### config.mk
export PLATFORM = sky130hd
export DESIGN_NAME = bch_63_45_codec_top
export DESIGN_NICKNAME = d
export VERILOG_FILES = /design/src/design/bch_pkg.sv /design/src/design/bch_serial.sv /design/src/design/bch_pgz.sv /design/src/design/bch_chien.sv /design/src/design/bch_63_45_codec_top.sv
export VERILOG_INCLUDE_DIRS = /design/src /design/src/design
export SDC_FILE = /design/constraint.sdc
export NUM_CORES = 2
export LEC_CHECK = 0
export ABC_AREA = 1
export ABC_CLOCK_PERIOD_IN_PS = 4950
export BUFFER_PORTS_ARGS = -buffer_cell sky130_fd_sc_hd__buf_2
export CORE_UTILIZATION = 63
export CTS_CLUSTER_DIAMETER = 60
export CTS_CLUSTER_SIZE = 28
export DETAILED_ROUTE_END_ITERATION = 10
export PLACE_DENSITY_LB_ADDON = 0.2
export RECOVER_POWER = 100
export SYNTH_ARGS = -nofsm -noshare
export SYNTH_HDL_FRONTEND = slang
export SYNTH_SLANG_ARGS = --single-unit
### constraint.sdc
create_clock -name clock -period 4.95 [get_ports clock]
set_input_delay 0.495 -clock clock [delete_from_list [all_inputs] [get_ports clock]]
set_output_delay 0.495 -clock clock [all_outputs]
set_load 0.02 [all_outputs]
### src/design/bch_63_45_codec_top_macros.svh
`ifndef BCH_63_45_CODEC_TOP_MACROS_SVH
`define BCH_63_45_CODEC_TOP_MACROS_SVH

// Check that the consequent holds in the same cycle as the antecedent
`define BCH_ASSERT_IMP(lbl, ante, cons, msg) \
   lbl: assert property (@(posedge clock) disable iff (reset) (ante) |-> (cons)) \
      else $error(msg);

// Check that the consequent holds in the cycle after the antecedent
`define BCH_ASSERT_NXT(lbl, ante, cons, msg) \
   lbl: assert property (@(posedge clock) disable iff (reset) (ante) |=> (cons)) \
      else $error(msg);

`endif

### src/design/bch_pkg.sv
`timescale 1ns / 1ps
package bch_pkg;

   localparam int CodeN      = 63;
   localparam int MsgK       = 45;
   localparam int ParityBits = 18;

   localparam logic [6:0]  FIELD_POLY    = 7'h43;
   localparam logic [18:0] GEN_POLY      = 19'h782CF;
   localparam logic [2:0]  UNCORRECTABLE = 3'd4;

   typedef logic [5:0] gf_type;
   typedef logic [6:1][5:0] synd_type;
   typedef logic [3:0][5:0] lam_type;
   typedef logic [8:0][5:0] mat_type;
   typedef logic [2:0][5:0] tri_type;

   typedef struct packed {
      logic [1:0] deg;
      lam_type    lam;
   } loc_type;

   typedef enum logic {
      CMD_ENCODE = 1'b0,
      CMD_DECODE = 1'b1
   } cmd_type;

   typedef enum logic [2:0] {
      ST_IDLE,
      ST_SHIFT,
      ST_SOLVE,
      ST_SEARCH,
      ST_DONE
   } state_type;

   // alpha^k for k = 1..6 and alpha^-k for k = 1..3
   localparam gf_type ALPHA_POW [1:6] = '{6'h02, 6'h04, 6'h08, 6'h10, 6'h20, 6'h03};
   localparam gf_type ALPHA_NEG [1:3] = '{6'h21, 6'h31, 6'h39};

   // GF(64) product, reduced by x^6+x+1
   function automatic gf_type gf_mul(gf_type a, gf_type b);
      logic [10:0] p;
      p = '0;
      for (int i = 0; i < 6; i++) begin
         if (b[i]) p = p ^ (11'(a) << i);
      end
      for (int i = 10; i >= 6; i--) begin
         if (p[i]) p = p ^ (11'(FIELD_POLY) << (i - 6));
      end
      return p[5:0];
   endfunction

   // Inverse as a^62; zero maps to zero
   function automatic gf_type gf_inv(gf_type a);
      gf_type sq;
      gf_type acc;
      sq  = a;
      acc = 6'd1;
      for (int i = 0; i < 5; i++) begin
         sq  = gf_mul(sq, sq);
         acc = gf_mul(acc, sq);
      end
      return acc;
   endfunction

endpackage

### src/design/bch_serial.sv
`timescale 1ns / 1ps
module bch_serial import bch_pkg::*; (
   input  logic                  clock,
   input  logic                  reset,
   input  logic                  start,
   input  cmd_type               cmd,
   input  logic [MsgK-1:0]       message,
   input  logic [CodeN-1:0]      received_word,
   output logic                  done,
   output logic [CodeN-1:0]      word,
   output logic [ParityBits-1:0] parity,
   output synd_type              syn
);

   logic                  busy_ff, busy_in;
   logic                  done_ff, done_in;
   logic [5:0]            cnt_ff, cnt_in;
   logic [CodeN-1:0]      word_ff, word_in;
   logic [ParityBits-1:0] par_ff, par_in;
   synd_type              syn_ff, syn_in;
   logic                  bit_now;
   logic                  fb;

   assign bit_now = word_ff[CodeN-1];
   assign fb      = bit_now ^ par_ff[ParityBits-1];

   // Shift one bit a cycle through the division register and the syndromes
   always_comb begin
      busy_in = busy_ff;
      done_in = 1'b0;
      cnt_in  = cnt_ff;
      word_in = word_ff;
      par_in  = par_ff;
      syn_in  = syn_ff;
      if (start) begin
         busy_in = 1'b1;
         cnt_in  = '0;
         word_in = (cmd == CMD_DECODE) ? received_word
                                       : {message, {ParityBits{1'b0}}};
         par_in  = '0;
         syn_in  = '0;
      end else if (busy_ff) begin
         word_in = {word_ff[CodeN-2:0], bit_now};
         for (int k = 1; k <= 6; k++) begin
            syn_in[k] = gf_mul(syn_ff[k], ALPHA_POW[k]) ^ {5'b0, bit_now};
         end
         if (cnt_ff < 6'(MsgK)) begin
            par_in = {par_ff[ParityBits-2:0], 1'b0}
                     ^ (fb ? GEN_POLY[ParityBits-1:0] : '0);
         end
         cnt_in = cnt_ff + 6'd1;
         if (cnt_ff == 6'(CodeN - 1)) begin
            busy_in = 1'b0;
            done_in = 1'b1;
         end
      end
   end

   always_ff @(posedge clock) begin
      if (reset) begin
         busy_ff <= 1'b0;
         done_ff <= 1'b0;
         cnt_ff  <= '0;
      end else begin
         busy_ff <= busy_in;
         done_ff <= done_in;
         cnt_ff  <= cnt_in;
      end
      word_ff <= word_in;
      par_ff  <= par_in;
      syn_ff  <= syn_in;
   end

   assign done   = done_ff;
   assign word   = word_ff;
   assign parity = par_ff;
   assign syn    = syn_ff;

endmodule

### src/design/bch_pgz.sv
`timescale 1ns / 1ps
module bch_pgz import bch_pkg::*; (
   input  logic     clock,
   input  logic     reset,
   input  logic     start,
   input  synd_type syn,
   output logic     loc_valid,
   output loc_type  loc
);

   logic [3:0] vld_ff;
   mat_type    mats [4];

   // Stage one registers
   tri_type row_ff [4];
   tri_type minor_ff [4];
   gf_type  d2_ff, n1_ff, n2_ff, s1_ff, s2_ff;
   // Stage two registers
   gf_type  det_ff [4];
   gf_type  d2b_ff, n1b_ff, n2b_ff, s1b_ff, s2b_ff;
   // Stage three registers
   gf_type  detc_ff [4];
   gf_type  invd_ff, invd2_ff, invs1_ff;
   gf_type  d2c_ff, n1c_ff, n2c_ff, s1c_ff, s2c_ff;
   // Output register
   loc_type loc_ff, loc_in;

   // Build the syndrome matrix and its three Cramer variants
   always_comb begin
      for (int c = 0; c < 4; c++) begin
         mats[c] = {syn[5], syn[4], syn[3], syn[4], syn[3], syn[2], syn[3], syn[2], syn[1]};
      end
      for (int c = 0; c < 3; c++) begin
         for (int r = 0; r < 3; r++) begin
            mats[c+1][r*3+c] = syn[4+r];
         end
      end
   end

   // Advance the valid marker along the stages
   always_ff @(posedge clock) begin
      if (reset) begin
         vld_ff <= '0;
      end else begin
         vld_ff <= {vld_ff[2:0], start};
      end
   end

   // Stage one: row values and 2x2 minors
   always_ff @(posedge clock) begin
      for (int c = 0; c < 4; c++) begin
         row_ff[c]      <= {mats[c][2], mats[c][1], mats[c][0]};
         minor_ff[c][0] <= gf_mul(mats[c][4], mats[c][8]) ^ gf_mul(mats[c][5], mats[c][7]);
         minor_ff[c][1] <= gf_mul(mats[c][3], mats[c][8]) ^ gf_mul(mats[c][5], mats[c][6]);
         minor_ff[c][2] <= gf_mul(mats[c][3], mats[c][7]) ^ gf_mul(mats[c][4], mats[c][6]);
      end
      d2_ff <= gf_mul(syn[1], syn[3]) ^ gf_mul(syn[2], syn[2]);
      n1_ff <= gf_mul(syn[1], syn[4]) ^ gf_mul(syn[2], syn[3]);
      n2_ff <= gf_mul(syn[2], syn[4]) ^ gf_mul(syn[3], syn[3]);
      s1_ff <= syn[1];
      s2_ff <= syn[2];
   end

   // Stage two: determinants
   always_ff @(posedge clock) begin
      for (int c = 0; c < 4; c++) begin
         det_ff[c] <= gf_mul(row_ff[c][0], minor_ff[c][0])
                    ^ gf_mul(row_ff[c][1], minor_ff[c][1])
                    ^ gf_mul(row_ff[c][2], minor_ff[c][2]);
      end
      d2b_ff <= d2_ff;
      n1b_ff <= n1_ff;
      n2b_ff <= n2_ff;
      s1b_ff <= s1_ff;
      s2b_ff <= s2_ff;
   end

   // Stage three: inverses of the divisors
   always_ff @(posedge clock) begin
      for (int c = 0; c < 4; c++) begin
         detc_ff[c] <= det_ff[c];
      end
      invd_ff  <= gf_inv(det_ff[0]);
      invd2_ff <= gf_inv(d2b_ff);
      invs1_ff <= gf_inv(s1b_ff);
      d2c_ff   <= d2b_ff;
      n1c_ff   <= n1b_ff;
      n2c_ff   <= n2b_ff;
      s1c_ff   <= s1b_ff;
      s2c_ff   <= s2b_ff;
   end

   // Stage four: pick the largest degree that fits
   always_comb begin
      loc_in.deg = 2'd0;
      loc_in.lam = '0;
      loc_in.lam[0] = 6'd1;
      if (detc_ff[0] != '0) begin
         loc_in.deg    = 2'd3;
         loc_in.lam[3] = gf_mul(detc_ff[1], invd_ff);
         loc_in.lam[2] = gf_mul(detc_ff[2], invd_ff);
         loc_in.lam[1] = gf_mul(detc_ff[3], invd_ff);
      end else if (d2c_ff != '0) begin
         loc_in.deg    = 2'd2;
         loc_in.lam[1] = gf_mul(n1c_ff, invd2_ff);
         loc_in.lam[2] = gf_mul(n2c_ff, invd2_ff);
      end else if (s1c_ff != '0) begin
         loc_in.deg    = 2'd1;
         loc_in.lam[1] = gf_mul(s2c_ff, invs1_ff);
      end
   end

   always_ff @(posedge clock) begin
      loc_ff <= loc_in;
   end

   assign loc_valid = vld_ff[3];
   assign loc       = loc_ff;

endmodule

### src/design/bch_chien.sv
`timescale 1ns / 1ps
module bch_chien import bch_pkg::*; (
   input  logic             clock,
   input  logic             reset,
   input  logic             start,
   input  loc_type          loc,
   input  logic [CodeN-1:0] word_in_data,
   output logic             done,
   output logic [CodeN-1:0] word_out,
   output logic [1:0]       found
);

   logic             busy_ff, busy_in;
   logic             done_ff, done_in;
   logic [5:0]       cnt_ff, cnt_in;
   logic [1:0]       found_ff, found_in;
   logic [1:0]       deg_ff, deg_in;
   lam_type          term_ff, term_in;
   logic [CodeN-1:0] word_ff, word_in;
   gf_type           val;
   logic             root;

   assign val  = term_ff[0] ^ term_ff[1] ^ term_ff[2] ^ term_ff[3];
   assign root = (val == '0) && (found_ff < deg_ff);

   // Test one position a cycle, rotating the word so that it sits at bit 0
   always_comb begin
      busy_in  = busy_ff;
      done_in  = 1'b0;
      cnt_in   = cnt_ff;
      found_in = found_ff;
      deg_in   = deg_ff;
      term_in  = term_ff;
      word_in  = word_ff;
      if (start) begin
         busy_in  = 1'b1;
         cnt_in   = '0;
         found_in = '0;
         deg_in   = loc.deg;
         term_in  = loc.lam;
         word_in  = word_in_data;
      end else if (busy_ff) begin
         word_in = {word_ff[0] ^ root, word_ff[CodeN-1:1]};
         for (int k = 1; k <= 3; k++) begin
            term_in[k] = gf_mul(term_ff[k], ALPHA_NEG[k]);
         end
         if (root) found_in = found_ff + 2'd1;
         cnt_in = cnt_ff + 6'd1;
         if (cnt_ff == 6'(CodeN - 1)) begin
            busy_in = 1'b0;
            done_in = 1'b1;
         end
      end
   end

   always_ff @(posedge clock) begin
      if (reset) begin
         busy_ff  <= 1'b0;
         done_ff  <= 1'b0;
         cnt_ff   <= '0;
         found_ff <= '0;
      end else begin
         busy_ff  <= busy_in;
         done_ff  <= done_in;
         cnt_ff   <= cnt_in;
         found_ff <= found_in;
      end
      deg_ff  <= deg_in;
      term_ff <= term_in;
      word_ff <= word_in;
   end

   assign done     = done_ff;
   assign word_out = word_ff;
   assign found    = found_ff;

endmodule

### src/design/bch_63_45_codec_top.sv
`timescale 1ns / 1ps
// BCH(63,45) codec, up to three bit errors corrected.
// Request channel (req_): req_cmd selects encode (0) or decode (1), with
// req_message or req_received_word as the operand. A transfer takes place
// when req_valid is high and req_stall is low; the block takes one request
// at a time and holds req_stall high until that request is finished.
// Result channel (rsp_): code word, its upper 45 bits, error count (0..3,
// 4 when uncorrectable) and the correctable flag, transferred when
// rsp_valid is high and rsp_stall is low.
// The bit-serial pass over all 63 bit positions sets the pace. Encode
// and a clean decode make that pass only; a decode with errors adds
// locator solving and, when a locator is found, a Chien search over the
// 63 positions.
// The output register holds a finished result while the receiver stalls;
// a new request is taken meanwhile, but its result waits for the register.
// Reset is synchronous and clears all control state; no result is pending.
`include "bch_63_45_codec_top_macros.svh"
module bch_63_45_codec_top import bch_pkg::*; (
   input  logic             clock,
   input  logic             reset,
   input  logic             req_valid,
   output logic             req_stall,
   input  logic             req_cmd,
   input  logic [MsgK-1:0]  req_message,
   input  logic [CodeN-1:0] req_received_word,
   output logic             rsp_valid,
   input  logic             rsp_stall,
   output logic [CodeN-1:0] rsp_code_word,
   output logic [MsgK-1:0]  rsp_message_out,
   output logic [2:0]       rsp_error_count,
   output logic             rsp_correctable
);

   state_type             state_ff, state_in;
   cmd_type               cmd_ff;
   logic                  ser_start, ser_done;
   logic [CodeN-1:0]      ser_word;
   logic [ParityBits-1:0] ser_parity;
   synd_type              ser_syn;
   logic                  pgz_start, pgz_valid;
   loc_type               pgz_loc;
   logic                  chien_start, chien_done;
   logic [CodeN-1:0]      chien_word;
   logic [1:0]            chien_found;
   logic [1:0]            deg_ff;
   logic [CodeN-1:0]      res_word_ff;
   logic [2:0]            res_count_ff;
   logic                  res_ok_ff;
   logic                  rsp_valid_ff;
   logic [CodeN-1:0]      rsp_word_ff;
   logic [2:0]            rsp_count_ff;
   logic                  rsp_ok_ff;
   logic                  out_free;

   assign out_free  = !rsp_valid_ff || !rsp_stall;
   assign req_stall = (state_ff != ST_IDLE);

   bch_serial u_serial (
      .clock         (clock),
      .reset         (reset),
      .start         (ser_start),
      .cmd           (cmd_type'(req_cmd)),
      .message       (req_message),
      .received_word (req_received_word),
      .done          (ser_done),
      .word          (ser_word),
      .parity        (ser_parity),
      .syn           (ser_syn)
   );

   bch_pgz u_pgz (
      .clock     (clock),
      .reset     (reset),
      .start     (pgz_start),
      .syn       (ser_syn),
      .loc_valid (pgz_valid),
      .loc       (pgz_loc)
   );

   bch_chien u_chien (
      .clock        (clock),
      .reset        (reset),
      .start        (chien_start),
      .loc          (pgz_loc),
      .word_in_data (ser_word),
      .done         (chien_done),
      .word_out     (chien_word),
      .found        (chien_found)
   );

   // Sequence the passes and raise the start strobes
   always_comb begin
      state_in    = state_ff;
      ser_start   = 1'b0;
      pgz_start   = 1'b0;
      chien_start = 1'b0;
      case (state_ff)
         ST_IDLE: begin
            if (req_valid) begin
               ser_start = 1'b1;
               state_in  = ST_SHIFT;
            end
         end
         ST_SHIFT: begin
            if (ser_done) begin
               if (cmd_ff == CMD_ENCODE || ser_syn == '0) begin
                  state_in = ST_DONE;
               end else begin
                  pgz_start = 1'b1;
                  state_in  = ST_SOLVE;
               end
            end
         end
         ST_SOLVE: begin
            if (pgz_valid) begin
               if (pgz_loc.deg == 2'd0) begin
                  state_in = ST_DONE;
               end else begin
                  chien_start = 1'b1;
                  state_in    = ST_SEARCH;
               end
            end
         end
         ST_SEARCH: begin
            if (chien_done) state_in = ST_DONE;
         end
         ST_DONE: begin
            if (out_free) state_in = ST_IDLE;
         end
         default: state_in = ST_IDLE;
      endcase
   end

   always_ff @(posedge clock) begin
      if (reset) begin
         state_ff <= ST_IDLE;
      end else begin
         state_ff <= state_in;
      end
   end

   // Hold the request command and collect the result of each pass
   always_ff @(posedge clock) begin
      if (ser_start) cmd_ff <= cmd_type'(req_cmd);
      if (chien_start) deg_ff <= pgz_loc.deg;
      if (state_ff == ST_SHIFT && ser_done) begin
         res_word_ff  <= (cmd_ff == CMD_ENCODE)
                         ? {ser_word[CodeN-1:ParityBits], ser_parity} : ser_word;
         res_count_ff <= 3'd0;
         res_ok_ff    <= 1'b1;
      end
      if (state_ff == ST_SOLVE && pgz_valid && pgz_loc.deg == 2'd0) begin
         res_count_ff <= UNCORRECTABLE;
         res_ok_ff    <= 1'b0;
      end
      if (state_ff == ST_SEARCH && chien_done) begin
         if (chien_found == deg_ff) begin
            res_word_ff  <= chien_word;
            res_count_ff <= {1'b0, deg_ff};
            res_ok_ff    <= 1'b1;
         end else begin
            res_count_ff <= UNCORRECTABLE;
            res_ok_ff    <= 1'b0;
         end
      end
   end

   // Load the output register when free, drop valid after the transfer
   always_ff @(posedge clock) begin
      if (reset) begin
         rsp_valid_ff <= 1'b0;
      end else if (state_ff == ST_DONE && out_free) begin
         rsp_valid_ff <= 1'b1;
      end else if (!rsp_stall) begin
         rsp_valid_ff <= 1'b0;
      end
      if (state_ff == ST_DONE && out_free) begin
         rsp_word_ff  <= res_word_ff;
         rsp_count_ff <= res_count_ff;
         rsp_ok_ff    <= res_ok_ff;
      end
   end

   assign rsp_valid       = rsp_valid_ff;
   assign rsp_code_word   = rsp_word_ff;
   assign rsp_message_out = rsp_word_ff[CodeN-1:ParityBits];
   assign rsp_error_count = rsp_count_ff;
   assign rsp_correctable = rsp_ok_ff;

   `BCH_ASSERT_NXT(a_req_starts_shift, req_valid && !req_stall, state_ff == ST_SHIFT, "accepted request did not start the shift pass")
   `BCH_ASSERT_IMP(a_chien_in_search, chien_done, state_ff == ST_SEARCH, "Chien search finished outside the search state")
   `BCH_ASSERT_IMP(a_flag_matches_count, rsp_valid, rsp_correctable == (rsp_error_count != UNCORRECTABLE), "correctable flag disagrees with error count")

endmodule

==> metrics list <==
- Result of the run: finished, violations left
- Violated checks: max-capacitance violations, max-slew violations
- Placeable core area: 70600 µm²
* Synthesized Nets: 6778
- Post-synthesis cell type count: 50
- Across the routed clock network, the largest skew measured is 0.0329 ns.
- After filler insertion, the fill cell instance count of the layout stands at 6228.
- Final setup violation count: 0
- In this run the critical register-to-register path is captured at u_serial.word[20]$_DFFE_PP_.
- CTS root buffer: sky130_fd_sc_hd__clkbuf_16
- Reg clk slew, reported paths: 0.11 ns
- Chain of cells forming the critical path: nor2_1, nand2_1, nor2_1, clkbuf_1, clkbuf_2, o211ai_1, o21ai_0
* Via count of the first global-routing pass: 37300
- Sink count of the clock tree: 579
- HP Class: in2reg
* Length in cells of the worst reg-to-reg path: 7
- Accumulated negative setup slack: 0 ns
- Counting instances, the worst hold path has a depth of 3.
- Via-to-Cell Ratio: 5.38
- Among all stages on the critical path, the largest delay is contributed by sky130_fd_sc_hd__clkbuf_2.
- Synth Flop Type: sky130_fd_sc_hd__dfxtp_1
- Crit path launch type: register
- After detailed routing, the average wire length per cell comes to 15.3 µm.
* Final-layout worst hold slack: 0.201 ns
* Boundary pin count: 227
- At the pin with the least slew margin, the transition time is 3.31 ns.
- Number of max-slew violations in the final report: 759
- The count of buffers added on input and output ports is 226.
- The synthesized design contains 579 register bits.
- CP peak stage delay: 1.38 ns
* Iteration-0 DRC Markers: 3590
- In this design, the largest share of critical-path delay is due to buffers and inverters.
* Highest ir drop seen on vdd: 0.00122 V
- The first TritonRoute pass finished after 5 iterations.
* Footprint of the flip-flops and latches: 13800 µm²
* Static Leakage: 0.0198 µW
- STA puts the critical path data required time at 5.31 ns.
- Critical hold path startpoint: req_received_word[13]
- Number of post-CTS setup repair buffers: 0
* Most used cells in the layout excluding fill and tap cells: sky130_fd_sc_hd__nand2_1 (2465), sky130_fd_sc_hd__xnor2_1 (741), sky130_fd_sc_hd__inv_1 (546), sky130_fd_sc_hd__xor2_1 (435), sky130_fd_sc_hd__nand3_1 (412)
- Measured against its own limit, the worst slew margin works out to -121%.
- Maximum clock frequency: 0.218 GHz
- Largest net degree at the start of global routing: 110
- At the end of routability-driven placement, the weighted congestion stood at 0.903.
* Largest fanout on the critical path: 85
* DRC violations left: 0
- The final critical path takes up 92.7% of the cycle.
- Most Frequent Cell on Critical Path: sky130_fd_sc_hd__nor2_1
- Buffers inserted to repair hold after CTS numbered 0.
* CP arrival: 4.95 ns
- WL final: 116 mm
- Number of enable flip-flop cells after synthesis: 218
- Combined area of all synthesized cells: 45300 µm²
* Area of the multi-input gates: 27500 µm²
- Sequential cell area fraction in the yosys report: 30.4%
- The setup path with the least slack is of type reg2reg.
* Antenna violations before repair: 3
- Net count reported at finish: 6715
- The first global-routing pass estimated 188 mm of wire.
* Total vias in the final route: 40500
- Signed area change from the synthesized netlist to the final layout: 4.78%
* Number of synthesis warnings: 0
* Final antenna-violating net count: 0
- Reg-to-Reg Start: state_ff[0]$_SDFFE_PP0P_
- Across the run, the number of max-cap violations was 14.
- Setup repair after global routing left no endpoint under its margin.
- TritonCTS buffer count: 36
- Of the cells placed in the final design, the portion with a size suffix greater than 1 is 6.61%.
* Critical Path Sink Type: register
- R2R Setup Slk: 0.36 ns
- Cell total after placement: 7473
* Buffers from clock root to sink, at most: 3
- The library cell used most frequently in the layout, excluding fill and tap cells, is sky130_fd_sc_hd__nand2_1.
- The H-tree was split into 2 levels.
* Minimum clock period after layout: 4.59 ns
- DP Wirelength: 81.9 mm
- Power spread over the standard cell area amounts to 732 nW/µm².
* Clk_lat worst skew: 0.60 ns
- The worst hold path terminates at u_serial.word[13]$_DFFE_PP_.
* CTS tree: done
- Vertical die dimension: 270 µm
- Synthesis handed over a netlist of 6634 instances.
- Total routing usage reported by global routing: 30.9%
- Count of buffer and inverter cells on the critical path: 2
- Row generation in the floorplan step produced 97 rows.
* Mean area per synthesized cell: 6.83 µm²
- Number of hold violations in the final report: 0
- Summed over all layers, the global routing overflow is 0.
- Starting density of the core: 64.2%
* Async S/R FF share, synth: 0%
- The die covers 73000 µm².
* Width of the die: 270 µm
* Non-filler instance count after layout: 7543
[layer usage]
metal / share of wire, % / GRT usage [%] / up-vias
met4: 2.8 / 10.2 / 0
met2: 47 / 53.4 / 1410
li1: - / - / 20300
met3: 6.5 / 3.03 / 227
met1: 44 / 40.4 / 18600
met5: 0 / 0 / -
[per-stage QoR]
step           util, %  cell area (µm²)  total power (µW)  worst slack (ns)
6_report          67.2            47500             34800             0.364
5_1_grt           67.2            47500             38300           0.00626
4_1_cts           67.6            47700             34700             0.560
3_5_place_dp      65.6            46400             31100             0.577
3_3_place_gp      65.6            46400             30700             0.624
2_1_floorplan        -            45300             25700              1.03
[registers in the layout (all words and copies together), names as in the netlist, 20 cells and up]
name,flops
u_serial.syn,36
u_pgz.loc,20
u_chien.word_out,63
u_pgz.det_ff,24
u_serial.word,63
res_word_ff,63
u_pgz.minor_ff,35
rsp_code_word,63
u_pgz.row_ff,24
u_pgz.detc_ff,24
[worst max-delay path by stage]
stage / from / end / depth (start not counted)
2_1_floorplan: state_ff[0]$_SDFFE_PP0P_ / rsp_code_word[0]$_DFFE_PP_ / 3
3_3_place_gp: u_pgz.det_ff[0][3]$_DFF_P_ / u_pgz.invd_ff[3]$_DFF_P_ / 36
3_5_place_dp: u_pgz.s1b_ff[4]$_DFF_P_ / u_pgz.invs1_ff[5]$_DFF_P_ / 33
4_1_cts: u_pgz.det_ff[0][3]$_DFF_P_ / u_pgz.invd_ff[4]$_DFF_P_ / 36
5_1_grt: u_pgz.s1b_ff[0]$_DFF_P_ / u_pgz.invs1_ff[2]$_DFF_P_ / 34
6_report: state_ff[0]$_SDFFE_PP0P_ / u_serial.word[20]$_DFFE_PP_ / 7
[kinds of logic after synthesis]
group / count (synthesis) / synth area share [%]
XOR/XNOR: 1182 / 23.0
AND/OR/NAND/NOR: 3324 / 30.3
AO/OA/AOI/OAI: 528 / 6.57
buffers and inverters: 989 / 8.84
flip-flops: 579 / 30.4
adder cells (fa/ha/maj): 31 / 0.856
multiplexers: 1 / 0.0248
[synthesized netlist by cell type, types with 8 or more instances]
cell | instances | area (µm²)
sky130_fd_sc_hd__nand4_1 | 15 | 93.8
sky130_fd_sc_hd__inv_1 | 547 | 2050
sky130_fd_sc_hd__nor2_1 | 222 | 833
sky130_fd_sc_hd__nand2_1 | 2466 | 9260
sky130_fd_sc_hd__buf_6 | 9 | 101
sky130_fd_sc_hd__nand2_2 | 107 | 669
sky130_fd_sc_hd__xnor2_1 | 741 | 6490
sky130_fd_sc_hd__ha_1 | 31 | 388
sky130_fd_sc_hd__buf_4 | 51 | 383
sky130_fd_sc_hd__buf_2 | 21 | 105
sky130_fd_sc_hd__clkbuf_1 | 266 | 998
sky130_fd_sc_hd__clkinv_1 | 10 | 37.5
sky130_fd_sc_hd__nor3_1 | 8 | 40.0
sky130_fd_sc_hd__dfxtp_1 | 361 | 7230
sky130_fd_sc_hd__nand3_1 | 412 | 2060
sky130_fd_sc_hd__o21ai_1 | 21 | 105
sky130_fd_sc_hd__buf_1 | 34 | 128
sky130_fd_sc_hd__xor2_1 | 435 | 3810
sky130_fd_sc_hd__nand3_2 | 21 | 210
sky130_fd_sc_hd__nor2_2 | 17 | 106
sky130_fd_sc_hd__nand2_4 | 10 | 113
sky130_fd_sc_hd__o21ai_0 | 302 | 1510
sky130_fd_sc_hd__edfxtp_1 | 218 | 6550
sky130_fd_sc_hd__nand3b_1 | 21 | 158
sky130_fd_sc_hd__a21oi_1 | 73 | 365
sky130_fd_sc_hd__inv_2 | 47 | 176
sky130_fd_sc_hd__o211ai_1 | 116 | 871
[what timing repair did]
action,4_1_cts,5_1_grt
setup endpoints to repair,0,10
gates resized for setup,0,3
hold endpoints to repair,0,0
[tightest hold or removal path, cell delays in order]
cell,delay (ns)
sky130_fd_sc_hd__buf_2,0.08
sky130_fd_sc_hd__nand3_1,0.07
sky130_fd_sc_hd__o21ai_0,0.06
[layout make-up]
class / instances / share of cell area [%]
clock buffer: 43 / 2.11
timing repair buffer: 280 / 2.73
tap: 940 / 2.48
sequential: 579 / 29.0
multi-input combinational: 5066 / 58.0
inverter: 608 / 4.83
clock inverter: 23 / 0.812
antenna: 4 / 0.0211
[power by group]
part / total, µW / switching (µW) / internal [µW]
clock: 3540 / 1880 / 1650
sequential: 8260 / 2000 / 6260
combinational: 23000 / 15500 / 7430
(Power assumes the default switching activity.)
